**src/design/rer_pkg.sv**
```systemverilog
// Package for the running entropic risk block: types, constants, tables.
// Used by rer_regs, rer_div, rer_core and the top level; depends on nothing.
`default_nettype none
package rer_pkg;

    // parameter defaults
    localparam int COUNT_BITS_DEF    = 16;
    localparam int EXP_FRAC_BITS_DEF = 20;

    // widths
    localparam int SUM_W  = 48;
    localparam int ADDR_W = 4;
    localparam int DATA_W = 32;
    localparam int DIV_NW = 36;
    localparam int DIV_DW = 17;

    // arithmetic constants
    localparam logic [31:0]      LOG2E_Q30 = 32'd1549082005;
    localparam logic [31:0]      LN2_Q30   = 32'd744261118;
    localparam logic [31:0]      Q30_ONE   = 32'h4000_0000;
    localparam logic [SUM_W-1:0] SUM_MAX   = {SUM_W{1'b1}};

    // register map
    localparam logic [1:0] REG_ALPHA = 2'd0;
    localparam logic [1:0] REG_EPS   = 2'd1;
    localparam logic [1:0] REG_THR   = 2'd2;

    localparam logic [14:0] ALPHA_RST = 15'd4915;
    localparam logic [15:0] EPS_RST   = 16'd41;
    localparam logic [15:0] THR_RST   = 16'd3277;

    typedef struct packed {
        logic [14:0]        risk_aversion;
        logic [15:0]        stabilizer;
        logic signed [15:0] alert_threshold;
    } cfg_t;

    typedef struct packed {
        logic signed [15:0] risk;
        logic               alert;
        logic [15:0]        sample_count;
        logic               saturated;
    } res_t;

    typedef enum logic [4:0] {
        ST_IDLE,
        ST_NORM_DIV,
        ST_NORM_WAIT,
        ST_MUL_NM,
        ST_MUL_XM,
        ST_MUL_YM,
        ST_GET_T,
        ST_HORN_MUL,
        ST_HORN_RCP,
        ST_HORN_UPD,
        ST_SCALE,
        ST_RISK_CHK,
        ST_LOG_NORM,
        ST_LOG_SQ,
        ST_LOG_UPD,
        ST_RISK_MUL,
        ST_RISK_DIV,
        ST_RISK_WAIT,
        ST_FINISH
    } st_t;

    // reciprocal of the Horner divisor i, ceil(2^(31+l)/i), l = ceil(log2 i)
    function automatic logic [31:0] horner_recip(input logic [2:0] i);
        logic [31:0] m;
        case (i)
            3'd2:    m = 32'd2147483648;
            3'd3:    m = 32'd2863311531;
            3'd4:    m = 32'd2147483648;
            3'd5:    m = 32'd3435973837;
            3'd6:    m = 32'd2863311531;
            3'd7:    m = 32'd2454267027;
            default: m = 32'd2147483648;
        endcase
        return m;
    endfunction

    // right shift that goes with horner_recip
    function automatic logic [5:0] horner_shift(input logic [2:0] i);
        logic [5:0] s;
        case (i)
            3'd2:    s = 6'd32;
            3'd3:    s = 6'd33;
            3'd4:    s = 6'd33;
            3'd5:    s = 6'd34;
            3'd6:    s = 6'd34;
            3'd7:    s = 6'd34;
            default: s = 6'd31;
        endcase
        return s;
    endfunction

endpackage
`default_nettype wire

```
**src/design/rer_if.sv**
```systemverilog
// Valid/ready channel interfaces for sample beats and result beats.
// Depends on nothing.
`default_nettype none
interface rer_in_if;
    logic               valid;
    logic               ready;
    logic signed [15:0] residual;
    logic               restart;

    modport source (output valid, residual, restart, input ready);
    modport sink (input valid, residual, restart, output ready);
endinterface

interface rer_out_if;
    logic               valid;
    logic               ready;
    logic signed [15:0] risk;
    logic               alert;
    logic [15:0]        sample_count;
    logic               saturated;

    modport source (output valid, risk, alert, sample_count, saturated, input ready);
    modport sink (input valid, risk, alert, sample_count, saturated, output ready);
endinterface
`default_nettype wire

```
**src/design/rer_regs.sv**
```systemverilog
// APB configuration registers: risk aversion, stabilizer, alert threshold.
// Depends on rer_pkg.
`default_nettype none
module rer_regs (
    input  logic                       clk,
    input  logic                       rst_n,
    input  logic                       psel,
    input  logic                       penable,
    input  logic                       pwrite,
    input  logic [rer_pkg::ADDR_W-1:0] paddr,
    input  logic [rer_pkg::DATA_W-1:0] pwdata,
    output logic [rer_pkg::DATA_W-1:0] prdata,
    output logic                       pready,
    output rer_pkg::cfg_t              cfg
);
    import rer_pkg::*;

    cfg_t       cfg_reg;
    cfg_t       cfg_next;
    logic [1:0] idx;
    logic       wr_en;

    assign idx    = paddr[3:2];
    assign wr_en  = psel && penable && pwrite;
    assign pready = 1'b1;
    assign cfg    = cfg_reg;

    // register write decode
    always_comb
    begin
        cfg_next = cfg_reg;
        if (wr_en)
        begin
            unique case (idx)
                REG_ALPHA: cfg_next.risk_aversion   = pwdata[14:0];
                REG_EPS:   cfg_next.stabilizer      = pwdata[15:0];
                REG_THR:   cfg_next.alert_threshold = $signed(pwdata[15:0]);
                default:   cfg_next = cfg_reg;
            endcase
        end
    end

    always_ff @(posedge clk or negedge rst_n)
    begin
        if (!rst_n)
        begin
            cfg_reg.risk_aversion   <= ALPHA_RST;
            cfg_reg.stabilizer      <= EPS_RST;
            cfg_reg.alert_threshold <= $signed(THR_RST);
        end
        else
        begin
            cfg_reg <= cfg_next;
        end
    end

    // read mux
    always_comb
    begin
        unique case (idx)
            REG_ALPHA: prdata = 32'(cfg_reg.risk_aversion);
            REG_EPS:   prdata = 32'(cfg_reg.stabilizer);
            REG_THR:   prdata = 32'({16'd0, cfg_reg.alert_threshold});
            default:   prdata = '0;
        endcase
    end
endmodule
`default_nettype wire

```
**src/design/rer_mul.sv**
```systemverilog
// Shared 32x32 unsigned multiplier with a registered product.
// Depends on nothing.
`default_nettype none
module rer_mul (
    input  logic        clk,
    input  logic [31:0] a,
    input  logic [31:0] b,
    output logic [63:0] prod
);
    logic [63:0] prod_reg;

    // product is registered, ready in the cycle after the operands
    always_ff @(posedge clk)
    begin
        prod_reg <= 64'(a) * 64'(b);
    end

    assign prod = prod_reg;
endmodule
`default_nettype wire

```
**src/design/rer_div.sv**
```systemverilog
// Shared restoring divider, one quotient bit per cycle.
// Depends on rer_pkg for its default widths.
`default_nettype none
module rer_div #(
    parameter int NW = rer_pkg::DIV_NW,
    parameter int DW = rer_pkg::DIV_DW
) (
    input  logic          clk,
    input  logic          rst_n,
    input  logic          start,
    input  logic [NW-1:0] num,
    input  logic [DW-1:0] den,
    output logic          done,
    output logic [NW-1:0] quot
);
    localparam int CW = $clog2(NW + 1);

    logic [CW-1:0] cnt_reg;
    logic [CW-1:0] cnt_next;
    logic          done_reg;
    logic          done_next;
    logic [DW-1:0] rem_reg;
    logic [DW-1:0] rem_next;
    logic [NW-1:0] quo_reg;
    logic [NW-1:0] quo_next;
    logic [DW-1:0] den_reg;
    logic [DW:0]   trial;
    logic [DW:0]   diff;

    assign trial = {rem_reg, quo_reg[NW-1]};
    assign diff  = trial - {1'b0, den_reg};

    // one restoring step per cycle
    always_comb
    begin
        cnt_next  = cnt_reg;
        rem_next  = rem_reg;
        quo_next  = quo_reg;
        done_next = 1'b0;
        if (start)
        begin
            cnt_next = CW'(NW);
            rem_next = '0;
            quo_next = num;
        end
        else if (cnt_reg != '0)
        begin
            cnt_next = cnt_reg - 1'b1;
            if (trial >= {1'b0, den_reg})
            begin
                rem_next = diff[DW-1:0];
                quo_next = {quo_reg[NW-2:0], 1'b1};
            end
            else
            begin
                rem_next = trial[DW-1:0];
                quo_next = {quo_reg[NW-2:0], 1'b0};
            end
            done_next = (cnt_reg == CW'(1));
        end
    end

    always_ff @(posedge clk or negedge rst_n)
    begin
        if (!rst_n)
        begin
            cnt_reg  <= '0;
            done_reg <= 1'b0;
        end
        else
        begin
            cnt_reg  <= cnt_next;
            done_reg <= done_next;
        end
    end

    always_ff @(posedge clk)
    begin
        rem_reg <= rem_next;
        quo_reg <= quo_next;
        if (start)
        begin
            den_reg <= den;
        end
    end

    assign done = done_reg;
    assign quot = quo_reg;
endmodule
`default_nettype wire

```
**src/design/rer_core.sv**
```systemverilog
// Sequencer and datapath: normalize, exponential, accumulate, log2, risk.
// Depends on rer_pkg, rer_mul and rer_div.
`default_nettype none
module rer_core #(
    parameter int COUNT_BITS    = rer_pkg::COUNT_BITS_DEF,
    parameter int EXP_FRAC_BITS = rer_pkg::EXP_FRAC_BITS_DEF
) (
    input  logic               clk,
    input  logic               rst_n,
    input  rer_pkg::cfg_t      cfg,
    input  logic               start,
    input  logic signed [15:0] residual,
    input  logic               restart,
    output logic               idle,
    output logic               res_valid,
    input  logic               res_ready,
    output rer_pkg::res_t      res
);
    import rer_pkg::*;

    localparam logic [COUNT_BITS-1:0] CNT_MAX = {COUNT_BITS{1'b1}};

    st_t                    state_reg, state_next;
    logic [SUM_W-1:0]       exp_sum_reg, exp_sum_next;
    logic [COUNT_BITS-1:0]  count_reg, count_next;
    logic                   frozen_reg, frozen_next;
    logic [15:0]            mag_reg, mag_next;
    logic                   neg_reg, neg_next;
    logic signed [5:0]      k_reg, k_next;
    logic [29:0]            t_reg, t_next;
    logic [31:0]            acc_reg, acc_next;
    logic [2:0]             hi_reg, hi_next;
    logic [SUM_W-1:0]       w_reg, w_next;
    logic [5:0]             lp_reg, lp_next;
    logic [2:0]             lstep_reg, lstep_next;
    logic [30:0]            m_reg, m_next;
    logic [23:0]            frac_reg, frac_next;
    logic [4:0]             lbit_reg, lbit_next;
    logic                   lsel_reg, lsel_next;
    logic [29:0]            l2s_reg, l2s_next;
    logic [29:0]            l2c_reg, l2c_next;
    logic                   lneg_reg, lneg_next;
    logic signed [15:0]     risk_reg, risk_next;

    logic [31:0]            mul_a, mul_b;
    logic [63:0]            prod;
    logic                   div_start, div_done;
    logic [DIV_NW-1:0]      div_num, div_quot;
    logic [DIV_DW-1:0]      div_den;

    logic [14:0]            alpha_eff;
    logic [23:0]            ym;
    logic [19:0]            f_val;
    logic signed [7:0]      sh;
    logic [6:0]             nsh;
    logic [SUM_W-1:0]       e_val;
    logic [SUM_W:0]         sum_wide;
    logic [5:0]             sz;
    logic [SUM_W-1:0]       w_sh;
    logic                   top_zero;
    logic [31:0]            mm;
    logic [23:0]            frac_new;
    logic signed [31:0]     l_val;
    logic [30:0]            l_mag;
    logic [31:0]            cnt_ext;

    rer_mul u_mul (
        .clk  (clk),
        .a    (mul_a),
        .b    (mul_b),
        .prod (prod)
    );

    rer_div #(
        .NW (DIV_NW),
        .DW (DIV_DW)
    ) u_div (
        .clk   (clk),
        .rst_n (rst_n),
        .start (div_start),
        .num   (div_num),
        .den   (div_den),
        .done  (div_done),
        .quot  (div_quot)
    );

    assign alpha_eff = (cfg.risk_aversion == '0) ? 15'd1 : cfg.risk_aversion;
    assign ym        = prod[53:30];
    assign cnt_ext   = 32'(count_reg);

    // scale of the exponential: 2^k with the fraction point moved
    assign sh  = 8'(k_reg) + 8'(EXP_FRAC_BITS) - 8'sd30;
    assign nsh = 7'(-sh);

    always_comb
    begin
        if (sh >= 0)
        begin
            if (sh > 8'sd16)
            begin
                e_val = SUM_MAX;
            end
            else
            begin
                e_val = {16'd0, acc_reg} << sh[4:0];
            end
        end
        else if (nsh >= 7'd63)
        begin
            e_val = '0;
        end
        else
        begin
            e_val = SUM_W'(acc_reg >> nsh[5:0]);
        end
    end

    assign sum_wide = {1'b0, exp_sum_reg} + {1'b0, e_val};

    // leading-zero search step size
    always_comb
    begin
        case (lstep_reg)
            3'd0:    sz = 6'd32;
            3'd1:    sz = 6'd16;
            3'd2:    sz = 6'd8;
            3'd3:    sz = 6'd4;
            3'd4:    sz = 6'd2;
            default: sz = 6'd1;
        endcase
    end

    assign top_zero = ((w_reg >> (6'(SUM_W) - sz)) == '0);
    assign w_sh     = top_zero ? (w_reg << sz) : w_reg;
    assign mm       = prod[61:30];
    assign frac_new = {frac_reg[22:0], mm[31]};

    // log ratio minus the fraction scaling of the sum
    assign l_val = $signed({2'b00, l2s_reg}) - $signed({2'b00, l2c_reg})
                 - $signed(32'(EXP_FRAC_BITS) << 24);
    assign l_mag = (l_val < 0) ? 31'(-l_val) : 31'(l_val);

    // sequencer
    always_comb
    begin
        state_next   = state_reg;
        exp_sum_next = exp_sum_reg;
        count_next   = count_reg;
        frozen_next  = frozen_reg;
        mag_next     = mag_reg;
        neg_next     = neg_reg;
        k_next       = k_reg;
        t_next       = t_reg;
        acc_next     = acc_reg;
        hi_next      = hi_reg;
        w_next       = w_reg;
        lp_next      = lp_reg;
        lstep_next   = lstep_reg;
        m_next       = m_reg;
        frac_next    = frac_reg;
        lbit_next    = lbit_reg;
        lsel_next    = lsel_reg;
        l2s_next     = l2s_reg;
        l2c_next     = l2c_reg;
        lneg_next    = lneg_reg;
        risk_next    = risk_reg;
        mul_a        = '0;
        mul_b        = '0;
        div_start    = 1'b0;
        div_num      = '0;
        div_den      = '0;
        f_val        = '0;
        idle         = 1'b0;
        res_valid    = 1'b0;

        unique case (state_reg)
            ST_IDLE:
            begin
                idle = 1'b1;
                if (start)
                begin
                    neg_next = residual[15];
                    mag_next = residual[15] ? 16'(-residual) : residual;
                    if (restart)
                    begin
                        exp_sum_next = '0;
                        count_next   = '0;
                        frozen_next  = 1'b0;
                        state_next   = ST_NORM_DIV;
                    end
                    else if (frozen_reg)
                    begin
                        state_next = ST_RISK_CHK;
                    end
                    else
                    begin
                        state_next = ST_NORM_DIV;
                    end
                end
            end
            ST_NORM_DIV:
            begin
                div_start  = 1'b1;
                div_num    = {mag_reg, 20'd0};
                div_den    = 17'd4096 + 17'(cfg.stabilizer) + 17'(mag_reg);
                state_next = ST_NORM_WAIT;
            end
            ST_NORM_WAIT:
            begin
                if (div_done)
                begin
                    state_next = ST_MUL_NM;
                end
            end
            ST_MUL_NM:
            begin
                mul_a      = 32'(alpha_eff);
                mul_b      = 32'(div_quot[20:0]);
                state_next = ST_MUL_XM;
            end
            ST_MUL_XM:
            begin
                mul_a      = 32'(prod[34:12]);
                mul_b      = LOG2E_Q30;
                state_next = ST_MUL_YM;
            end
            ST_MUL_YM:
            begin
                // split y into integer k and fraction f in [0,1)
                if (!neg_reg)
                begin
                    k_next = $signed({2'b00, ym[23:20]});
                    f_val  = ym[19:0];
                end
                else if (ym[19:0] == '0)
                begin
                    k_next = -$signed({2'b00, ym[23:20]});
                    f_val  = '0;
                end
                else
                begin
                    k_next = -$signed({2'b00, ym[23:20]}) - 6'sd1;
                    f_val  = 20'(21'h10_0000 - {1'b0, ym[19:0]});
                end
                mul_a      = 32'({f_val, 10'd0});
                mul_b      = LN2_Q30;
                state_next = ST_GET_T;
            end
            ST_GET_T:
            begin
                t_next     = prod[59:30];
                acc_next   = Q30_ONE;
                hi_next    = 3'd7;
                state_next = ST_HORN_MUL;
            end
            ST_HORN_MUL:
            begin
                mul_a      = 32'(t_reg);
                mul_b      = acc_reg;
                state_next = ST_HORN_RCP;
            end
            ST_HORN_RCP:
            begin
                mul_a      = 32'(prod[60:30]);
                mul_b      = horner_recip(hi_reg);
                state_next = ST_HORN_UPD;
            end
            ST_HORN_UPD:
            begin
                acc_next = Q30_ONE + 32'(prod >> horner_shift(hi_reg));
                if (hi_reg == 3'd1)
                begin
                    state_next = ST_SCALE;
                end
                else
                begin
                    hi_next    = hi_reg - 3'd1;
                    state_next = ST_HORN_MUL;
                end
            end
            ST_SCALE:
            begin
                // saturating accumulate and count
                if (sum_wide[SUM_W])
                begin
                    exp_sum_next = SUM_MAX;
                    frozen_next  = 1'b1;
                end
                else
                begin
                    exp_sum_next = sum_wide[SUM_W-1:0];
                end
                if (count_reg != CNT_MAX)
                begin
                    count_next = count_reg + 1'b1;
                end
                if (count_reg >= CNT_MAX - 1'b1)
                begin
                    frozen_next = 1'b1;
                end
                state_next = ST_RISK_CHK;
            end
            ST_RISK_CHK:
            begin
                if (count_reg == '0)
                begin
                    risk_next  = 16'sd0;
                    state_next = ST_FINISH;
                end
                else if (exp_sum_reg == '0)
                begin
                    risk_next  = -16'sd32768;
                    state_next = ST_FINISH;
                end
                else
                begin
                    w_next     = exp_sum_reg;
                    lp_next    = 6'd47;
                    lstep_next = 3'd0;
                    lsel_next  = 1'b0;
                    state_next = ST_LOG_NORM;
                end
            end
            ST_LOG_NORM:
            begin
                w_next = w_sh;
                if (top_zero)
                begin
                    lp_next = lp_reg - sz;
                end
                if (lstep_reg == 3'd5)
                begin
                    m_next     = w_sh[SUM_W-1:SUM_W-31];
                    frac_next  = '0;
                    lbit_next  = 5'd24;
                    state_next = ST_LOG_SQ;
                end
                else
                begin
                    lstep_next = lstep_reg + 3'd1;
                end
            end
            ST_LOG_SQ:
            begin
                mul_a      = 32'(m_reg);
                mul_b      = 32'(m_reg);
                state_next = ST_LOG_UPD;
            end
            ST_LOG_UPD:
            begin
                m_next    = mm[31] ? mm[31:1] : mm[30:0];
                frac_next = frac_new;
                lbit_next = lbit_reg - 5'd1;
                if (lbit_reg == 5'd1)
                begin
                    if (!lsel_reg)
                    begin
                        l2s_next   = {lp_reg, frac_new};
                        lsel_next  = 1'b1;
                        w_next     = SUM_W'(count_reg);
                        lp_next    = 6'd47;
                        lstep_next = 3'd0;
                        state_next = ST_LOG_NORM;
                    end
                    else
                    begin
                        l2c_next   = {lp_reg, frac_new};
                        state_next = ST_RISK_MUL;
                    end
                end
                else
                begin
                    state_next = ST_LOG_SQ;
                end
            end
            ST_RISK_MUL:
            begin
                lneg_next  = (l_val < 0);
                mul_a      = 32'(l_mag);
                mul_b      = LN2_Q30;
                state_next = ST_RISK_DIV;
            end
            ST_RISK_DIV:
            begin
                div_start  = 1'b1;
                div_num    = DIV_NW'(prod >> 27);
                div_den    = DIV_DW'(alpha_eff);
                state_next = ST_RISK_WAIT;
            end
            ST_RISK_WAIT:
            begin
                if (div_done)
                begin
                    if (lneg_reg)
                    begin
                        risk_next = (div_quot >= DIV_NW'(32768)) ? -16'sd32768
                                  : -$signed(div_quot[15:0]);
                    end
                    else
                    begin
                        risk_next = (div_quot >= DIV_NW'(32767)) ? 16'sd32767
                                  : $signed(div_quot[15:0]);
                    end
                    state_next = ST_FINISH;
                end
            end
            ST_FINISH:
            begin
                res_valid = 1'b1;
                if (res_ready)
                begin
                    state_next = ST_IDLE;
                end
            end
            default:
            begin
                state_next = ST_IDLE;
            end
        endcase
    end

    always_ff @(posedge clk or negedge rst_n)
    begin
        if (!rst_n)
        begin
            state_reg   <= ST_IDLE;
            exp_sum_reg <= '0;
            count_reg   <= '0;
            frozen_reg  <= 1'b0;
        end
        else
        begin
            state_reg   <= state_next;
            exp_sum_reg <= exp_sum_next;
            count_reg   <= count_next;
            frozen_reg  <= frozen_next;
        end
    end

    // working registers
    always_ff @(posedge clk)
    begin
        mag_reg   <= mag_next;
        neg_reg   <= neg_next;
        k_reg     <= k_next;
        t_reg     <= t_next;
        acc_reg   <= acc_next;
        hi_reg    <= hi_next;
        w_reg     <= w_next;
        lp_reg    <= lp_next;
        lstep_reg <= lstep_next;
        m_reg     <= m_next;
        frac_reg  <= frac_next;
        lbit_reg  <= lbit_next;
        lsel_reg  <= lsel_next;
        l2s_reg   <= l2s_next;
        l2c_reg   <= l2c_next;
        lneg_reg  <= lneg_next;
        risk_reg  <= risk_next;
    end

    // result beat
    assign res.risk         = risk_reg;
    assign res.alert        = (risk_reg > cfg.alert_threshold);
    assign res.sample_count = cnt_ext[15:0];
    assign res.saturated    = frozen_reg;
endmodule
`default_nettype wire

```
**src/design/running_entropic_risk_unit.sv**
```systemverilog
// Running entropic risk unit: sample channel in, result channel out, APB config.
// Top level; depends on rer_pkg, rer_if, rer_regs, rer_core.
//
// Usage:
//  - sample_in carries one residual (Q3.12) and a restart bit per beat;
//    restart clears the sum, count and freeze flag before that sample.
//  - result_out carries risk (Q0.15), alert, sample_count and saturated,
//    exactly one result beat per sample beat, in order.
//  - A sample runs from its accepting edge to its result entering the
//    output register through two divider waits, the Horner steps, two
//    log2 runs of 6 search steps and 24 squarings each, and sequencing
//    states; no new sample is taken until the last one is through.
//    A frozen sample skips the normalizing division and the exponential.
//  - sample_in.ready is high only while the sequencer is idle.
//  - A result waits in the output register; the next sample is taken
//    meanwhile, and its result waits in the core while the receiver stalls.
//  - Once frozen, samples only re-report the held state until a restart.
//  - Reset clears sum, count and freeze flag and loads register defaults.
//  - User writes configuration through APB while block is idle; not enforced.
`default_nettype none
module running_entropic_risk_unit #(
    parameter int COUNT_BITS    = rer_pkg::COUNT_BITS_DEF,
    parameter int EXP_FRAC_BITS = rer_pkg::EXP_FRAC_BITS_DEF
) (
    input  logic                       clk,
    input  logic                       rst_n,
    rer_in_if.sink                     sample_in,
    rer_out_if.source                  result_out,
    input  logic                       psel,
    input  logic                       penable,
    input  logic                       pwrite,
    input  logic [rer_pkg::ADDR_W-1:0] paddr,
    input  logic [rer_pkg::DATA_W-1:0] pwdata,
    output logic [rer_pkg::DATA_W-1:0] prdata,
    output logic                       pready
);
    import rer_pkg::*;

    cfg_t cfg;
    res_t res;
    res_t res_reg;
    logic idle;
    logic res_valid;
    logic res_ready;
    logic out_valid_reg;
    logic out_valid_next;

    rer_regs u_regs (
        .clk     (clk),
        .rst_n   (rst_n),
        .psel    (psel),
        .penable (penable),
        .pwrite  (pwrite),
        .paddr   (paddr),
        .pwdata  (pwdata),
        .prdata  (prdata),
        .pready  (pready),
        .cfg     (cfg)
    );

    rer_core #(
        .COUNT_BITS    (COUNT_BITS),
        .EXP_FRAC_BITS (EXP_FRAC_BITS)
    ) u_core (
        .clk       (clk),
        .rst_n     (rst_n),
        .cfg       (cfg),
        .start     (sample_in.valid && idle),
        .residual  (sample_in.residual),
        .restart   (sample_in.restart),
        .idle      (idle),
        .res_valid (res_valid),
        .res_ready (res_ready),
        .res       (res)
    );

    assign sample_in.ready = idle;

    // output register between the core and the receiver
    assign res_ready = !out_valid_reg || result_out.ready;

    always_comb
    begin
        out_valid_next = out_valid_reg;
        if (res_valid && res_ready)
        begin
            out_valid_next = 1'b1;
        end
        else if (result_out.ready)
        begin
            out_valid_next = 1'b0;
        end
    end

    always_ff @(posedge clk or negedge rst_n)
    begin
        if (!rst_n)
        begin
            out_valid_reg <= 1'b0;
        end
        else
        begin
            out_valid_reg <= out_valid_next;
        end
    end

    always_ff @(posedge clk)
    begin
        if (res_valid && res_ready)
        begin
            res_reg <= res;
        end
    end

    assign result_out.valid        = out_valid_reg;
    assign result_out.risk         = res_reg.risk;
    assign result_out.alert        = res_reg.alert;
    assign result_out.sample_count = res_reg.sample_count;
    assign result_out.saturated    = res_reg.saturated;
endmodule
`default_nettype wire
```
**src/flat_wrapper.sv**
```systemverilog
// flat-port wrapper written by rule: the top's interface ports become plain ports
module running_entropic_risk_unit_flat import rer_pkg::*;
#(
    parameter int COUNT_BITS    = rer_pkg::COUNT_BITS_DEF,
    parameter int EXP_FRAC_BITS = rer_pkg::EXP_FRAC_BITS_DEF
)
  (clk, rst_n, psel, penable, pwrite, paddr, pwdata, prdata, pready, sample_in_valid, sample_in_residual, sample_in_restart, sample_in_ready, result_out_valid, result_out_risk, result_out_alert, result_out_sample_count, result_out_saturated, result_out_ready);
  rer_in_if sample_in_i ();
  rer_out_if result_out_i ();
  input  logic clk;
  input  logic rst_n;
  input  logic psel;
  input  logic penable;
  input  logic pwrite;
  input  logic [rer_pkg::ADDR_W-1:0] paddr;
  input  logic [rer_pkg::DATA_W-1:0] pwdata;
  output logic [rer_pkg::DATA_W-1:0] prdata;
  output logic pready;
  input wire logic [$bits(sample_in_i.valid)-1:0] sample_in_valid;
  input wire logic [$bits(sample_in_i.residual)-1:0] sample_in_residual;
  input wire logic [$bits(sample_in_i.restart)-1:0] sample_in_restart;
  output wire logic [$bits(sample_in_i.ready)-1:0] sample_in_ready;
  output wire logic [$bits(result_out_i.valid)-1:0] result_out_valid;
  output wire logic [$bits(result_out_i.risk)-1:0] result_out_risk;
  output wire logic [$bits(result_out_i.alert)-1:0] result_out_alert;
  output wire logic [$bits(result_out_i.sample_count)-1:0] result_out_sample_count;
  output wire logic [$bits(result_out_i.saturated)-1:0] result_out_saturated;
  input wire logic [$bits(result_out_i.ready)-1:0] result_out_ready;
  assign sample_in_i.valid = sample_in_valid;
  assign sample_in_i.residual = sample_in_residual;
  assign sample_in_i.restart = sample_in_restart;
  assign sample_in_ready = sample_in_i.ready;
  assign result_out_valid = result_out_i.valid;
  assign result_out_risk = result_out_i.risk;
  assign result_out_alert = result_out_i.alert;
  assign result_out_sample_count = result_out_i.sample_count;
  assign result_out_saturated = result_out_i.saturated;
  assign result_out_i.ready = result_out_ready;
  running_entropic_risk_unit #(.COUNT_BITS(COUNT_BITS), .EXP_FRAC_BITS(EXP_FRAC_BITS)) u_core (.clk(clk), .rst_n(rst_n), .sample_in(sample_in_i), .result_out(result_out_i), .psel(psel), .penable(penable), .pwrite(pwrite), .paddr(paddr), .pwdata(pwdata), .prdata(prdata), .pready(pready));
endmodule
```
**config.mk**
```make
export PLATFORM = sky130hd
export DESIGN_NAME = running_entropic_risk_unit_flat
export DESIGN_NICKNAME = d
export VERILOG_FILES = /design/src/design/rer_pkg.sv /design/src/design/rer_if.sv /design/src/design/rer_regs.sv /design/src/design/rer_mul.sv /design/src/design/rer_div.sv /design/src/design/rer_core.sv /design/src/design/running_entropic_risk_unit.sv /design/src/flat_wrapper.sv
export SDC_FILE = /design/constraint.sdc
export NUM_CORES = 2
export LEC_CHECK = 0
export BUFFER_PORTS_ARGS = -buffer_cell sky130_fd_sc_hd__buf_2
export CELL_PAD_IN_SITES_DETAIL_PLACEMENT = 0
export CELL_PAD_IN_SITES_GLOBAL_PLACEMENT = 1
export CORE_MARGIN = 8
export CORE_UTILIZATION = 48
export DETAILED_ROUTE_END_ITERATION = 8
export PLACE_DENSITY_LB_ADDON = 0.1
export SYNTH_ARGS = -nofsm -noshare
export SYNTH_HDL_FRONTEND = slang
export SYNTH_SLANG_ARGS = --single-unit
export TNS_END_PERCENT = 30
```
**constraint.sdc**
```tcl
create_clock -name clk -period 26 [get_ports clk]
set_input_delay 5.2 -clock clk [delete_from_list [all_inputs] [get_ports clk]]
set_output_delay 5.2 -clock clk [all_outputs]
set_load 0.005 [all_outputs]
```
==> flow_summary_export.csv <==
group,metric,value,unit
status,status,"complete, no violations",
sta,fin_crit,14060,ps
power,power_density,27.83,nW/um^2
flow_run,maxCapViolations,0,
finish,syn_to_final_growth,6.640,%
clock_network,ctsLongestPathBuffers,3,
critical_path,arrival,14680,ps
sta,drv_slew,0,
power,p_clk_frac,0.478,
sta,fmax,0.07113,GHz
placement,portBuffers,93,
clock_network,cts_tree,"done",
critical_path,crit_path_end_kind,"flop",
critical_path,start_kind,"flop",
synthesis,syn_inst,8151,
synthesis,synth_seq_cells,562,
synthesis,yosysWarnings,0,
critical_path,cp.required,26630,ps
drt,dr.pass1.iters,7,
drt,routedWlPerCell,24.85,microns
floorplan,start_util,0.4833,
clock_network,cts_setup_buffers,0,
grt,antenna_found_initial,2,
drt,wl,247.3,mm
clock_network,h-tree-depth,3,
sta,rsz0062_at_grt,"false",
power,p_leak,32.86,nW
clock_network,insertion_delay,700,ps
critical_path,rrSetupSlack,11940,ps
drt,ant_nets,0,
power,p_sw_frac,0.2495,
sta,tightest_slew,1330,ps
power,cell_internal_pwr,1.589,mW
grt,overflow,0,
finish,final_cell_mix,"nand2_1, inv_1, fa_1, nor2_1, a21oi_1",
drt,drt_iter0_markers,5525,
power,p_switching,0.5283,mW
sta,hold_violations,0,
grt,first_global_vias,58740,
critical_path,cp_common_cell,"fa_1",
finish,largest_register_ffs,51,
synthesis,synth_seq_area_share,0.2185,
critical_path,crit_slowest_cell,"a221oi_4",
clock_network,numCtsBuffers,69,
floorplan,fp-row-count,141,
sta,max_slew_margin,0.1068,
placement,place_congestion,0.9460,
finish,fillerInstances,14070,
placement,dpl.hpwl,189.2,mm
power,peakVddDrop,0.04635,mV
grt,track_usage,0.2997,
sta,finalSetupTns,0,ps
synthesis,async_reset_ff_frac,0.2224,
sta,setup_viol,0,
floorplan,pin_count,129,
critical_path,slowest_delay,800,ps
floorplan,core_area,147700,sq um
finish,nets,9322,
synthesis,synthesis.area,71360,sq um
clock_network,cts_sinks,562,
drt,dr_total_vias,59520,
clock_network,root_buffer,"clkbuf_16",
sta,finClkSkew,76.92,ps
finish,layout_commonest_cell,"nand2_1",
synthesis,synth-edff-count,369,
critical_path,path_max_fanout,19,
power,pwr-share-seq,0.472,
clock_network,cts_resized,0,
synthesis,synth.distinct_cells,100,
critical_path,worst-path-buf-inv,8,
floorplan,dieArea,161300,sq um
critical_path,path_delay_family,"compound AO/OA/AOI/OAI gates",
power,pwr-share-comb,0.050,
drt,via_per_inst,5.980,
synthesis,avgSynthCellArea,8.755,sq um
critical_path,path_class,"reg2reg",
grt,grt_start_max_net_pins,85,
clock_network,postCtsHoldBufs,0,
synthesis,synthFlopType,"edfxtp_1",
finish,drive_above_1_share,0.07429,
clock_network,cts.clk_slew.worst_paths,60,ps
finish,fin_util,0.5153,
drt,drc,0,
floorplan,die_w,401.6,microns
grt,grt_pass1_wl,373.3,mm
sta,post-route-period-util,0.5407,
floorplan,die_y,401.6,microns
hold_path,min_path_type,"reg2reg",
-- cell usage after synthesis, drive strengths merged (24+ instances only) --
master / instances / area, sq um
mux4: 32 / 720.7
clkbuf: 426 / 1599
o31ai: 37 / 277.8
dfrtp: 108 / 2703
a22o: 28 / 245.2
nand2b: 39 / 244.0
nand2: 1347 / 5059
xnor2: 143 / 1252
nor4: 41 / 271.5
inv: 1103 / 4140
edfxtp: 369 / 11080
o21a: 29 / 217.7
dfxtp: 68 / 1361
fa: 870 / 17420
nor2: 530 / 1989
ha: 426 / 5330
nor3: 114 / 570.6
xor2: 88 / 770.7
a211oi: 80 / 600.6
or3: 49 / 311.6
and3: 74 / 462.9
o22ai: 44 / 275.3
o21bai: 24 / 180.2
o211ai: 29 / 217.7
or2: 31 / 196.4
a21oi: 478 / 2396
and2: 120 / 758.2
a22oi: 53 / 397.9
o21ai: 326 / 1632
a31oi: 92 / 575.6
mux2: 76 / 855.8
nor2b: 77 / 481.7
nand4: 61 / 381.6
buf: 91 / 436.7
nand3: 79 / 395.4
mux2i: 207 / 2072
a21o: 94 / 705.7
-- power groups by stage --
stage | combinational, mW | sequential, mW | clock, mW
4_1_cts | 0.106 | 0.999 | 1.03
2_1_floorplan | 0.0734 | 0.994 | 0
6_report | 0.106 | 1.00 | 1.01
3_5_place_dp | 0.105 | 1.02 | 0
5_1_grt | 0.120 | 0.999 | 1.06
3_3_place_gp | 0.102 | 1.02 | 0
-- routing by layer --
layer  vias to the layer above  track usage  routed length [microns]
met5                         -            0                        0
met2                      2326       0.4853                   113800
met1                     30050       0.4100                   105300
met4                         0       0.1220                    11960
li1                      26670            -                        -
met3                       483      0.03553                    16300
-- final timing paths --
check | start | end | cells after the start
worst min register to register | u_core.u_core.frac_reg[22]$_SDFFCE_PN0P_ | u_core.u_core.l2s_reg[23]$_DFFE_PP_ | 0
worst min-delay path | u_core.u_core.frac_reg[22]$_SDFFCE_PN0P_ | u_core.u_core.l2s_reg[23]$_DFFE_PP_ | 0
worst max register to register | u_core.u_core.l2c_reg[0]$_DFFE_PP_ | u_core.u_core.u_mul.prod[54]$_DFF_P_ | 41
min in group asynchronous | rst_n | u_core.u_core.count_reg[14]$_DFFE_PN0P_ | 1
worst max-delay path | u_core.u_core.l2c_reg[0]$_DFFE_PP_ | u_core.u_core.u_mul.prod[54]$_DFF_P_ | 41
max in group asynchronous | rst_n | u_core.u_core.state_reg[1]$_DFFE_PN0P_ | 2
-- kinds of logic after synthesis --
group,Yosys count,synth area share
mux,315,0.05113
xor+xnor,231,0.02835
buf+inv,1621,0.08660
other cells,2,0.0001052
flops,562,0.2185
compound gates,1509,0.1344
fa+ha+maj,1296,0.3188
simple gates,2615,0.1622
-- metrics by stage --
stage	worst slack [ps]	std cells	area (sq um)	power, mW	hold slack, ps
after floorplan	14460	8166	71420	1.068	406.4
after global placement	12110	9825	73720	1.118	426.4
after detailed placement	12110	9825	73720	1.122	431.3
after CTS	12020	9953	76100	2.132	445.5
after global routing	11210	9953	76100	2.177	462.1
final	11940	9954	76100	2.117	446.0
-- cell type report --
type	count	area [sq um]	share of cell area
timing repair buffer	246	1620	0.02129
tap	1930	2415	0.03173
sequential	562	15590	0.2049
inverter	1104	4144	0.05446
multi-input combinational	5983	49950	0.6564
clock buffer	95	1948	0.02560
clock inverter	33	424.2	0.005574
antenna	1	2.502	0.00003288
-- worst reg2reg max path, delay by kind of cell, from the launching register on --
kind / cells / cell delay, ps
compound gates: 14 / 5010
flops: 1 / 370
fa+ha+maj: 11 / 4980
simple gates: 7 / 2380
buf+inv: 8 / 930
xor+xnor: 1 / 310
No activity file was read; power rests on OpenSTA's default activity.
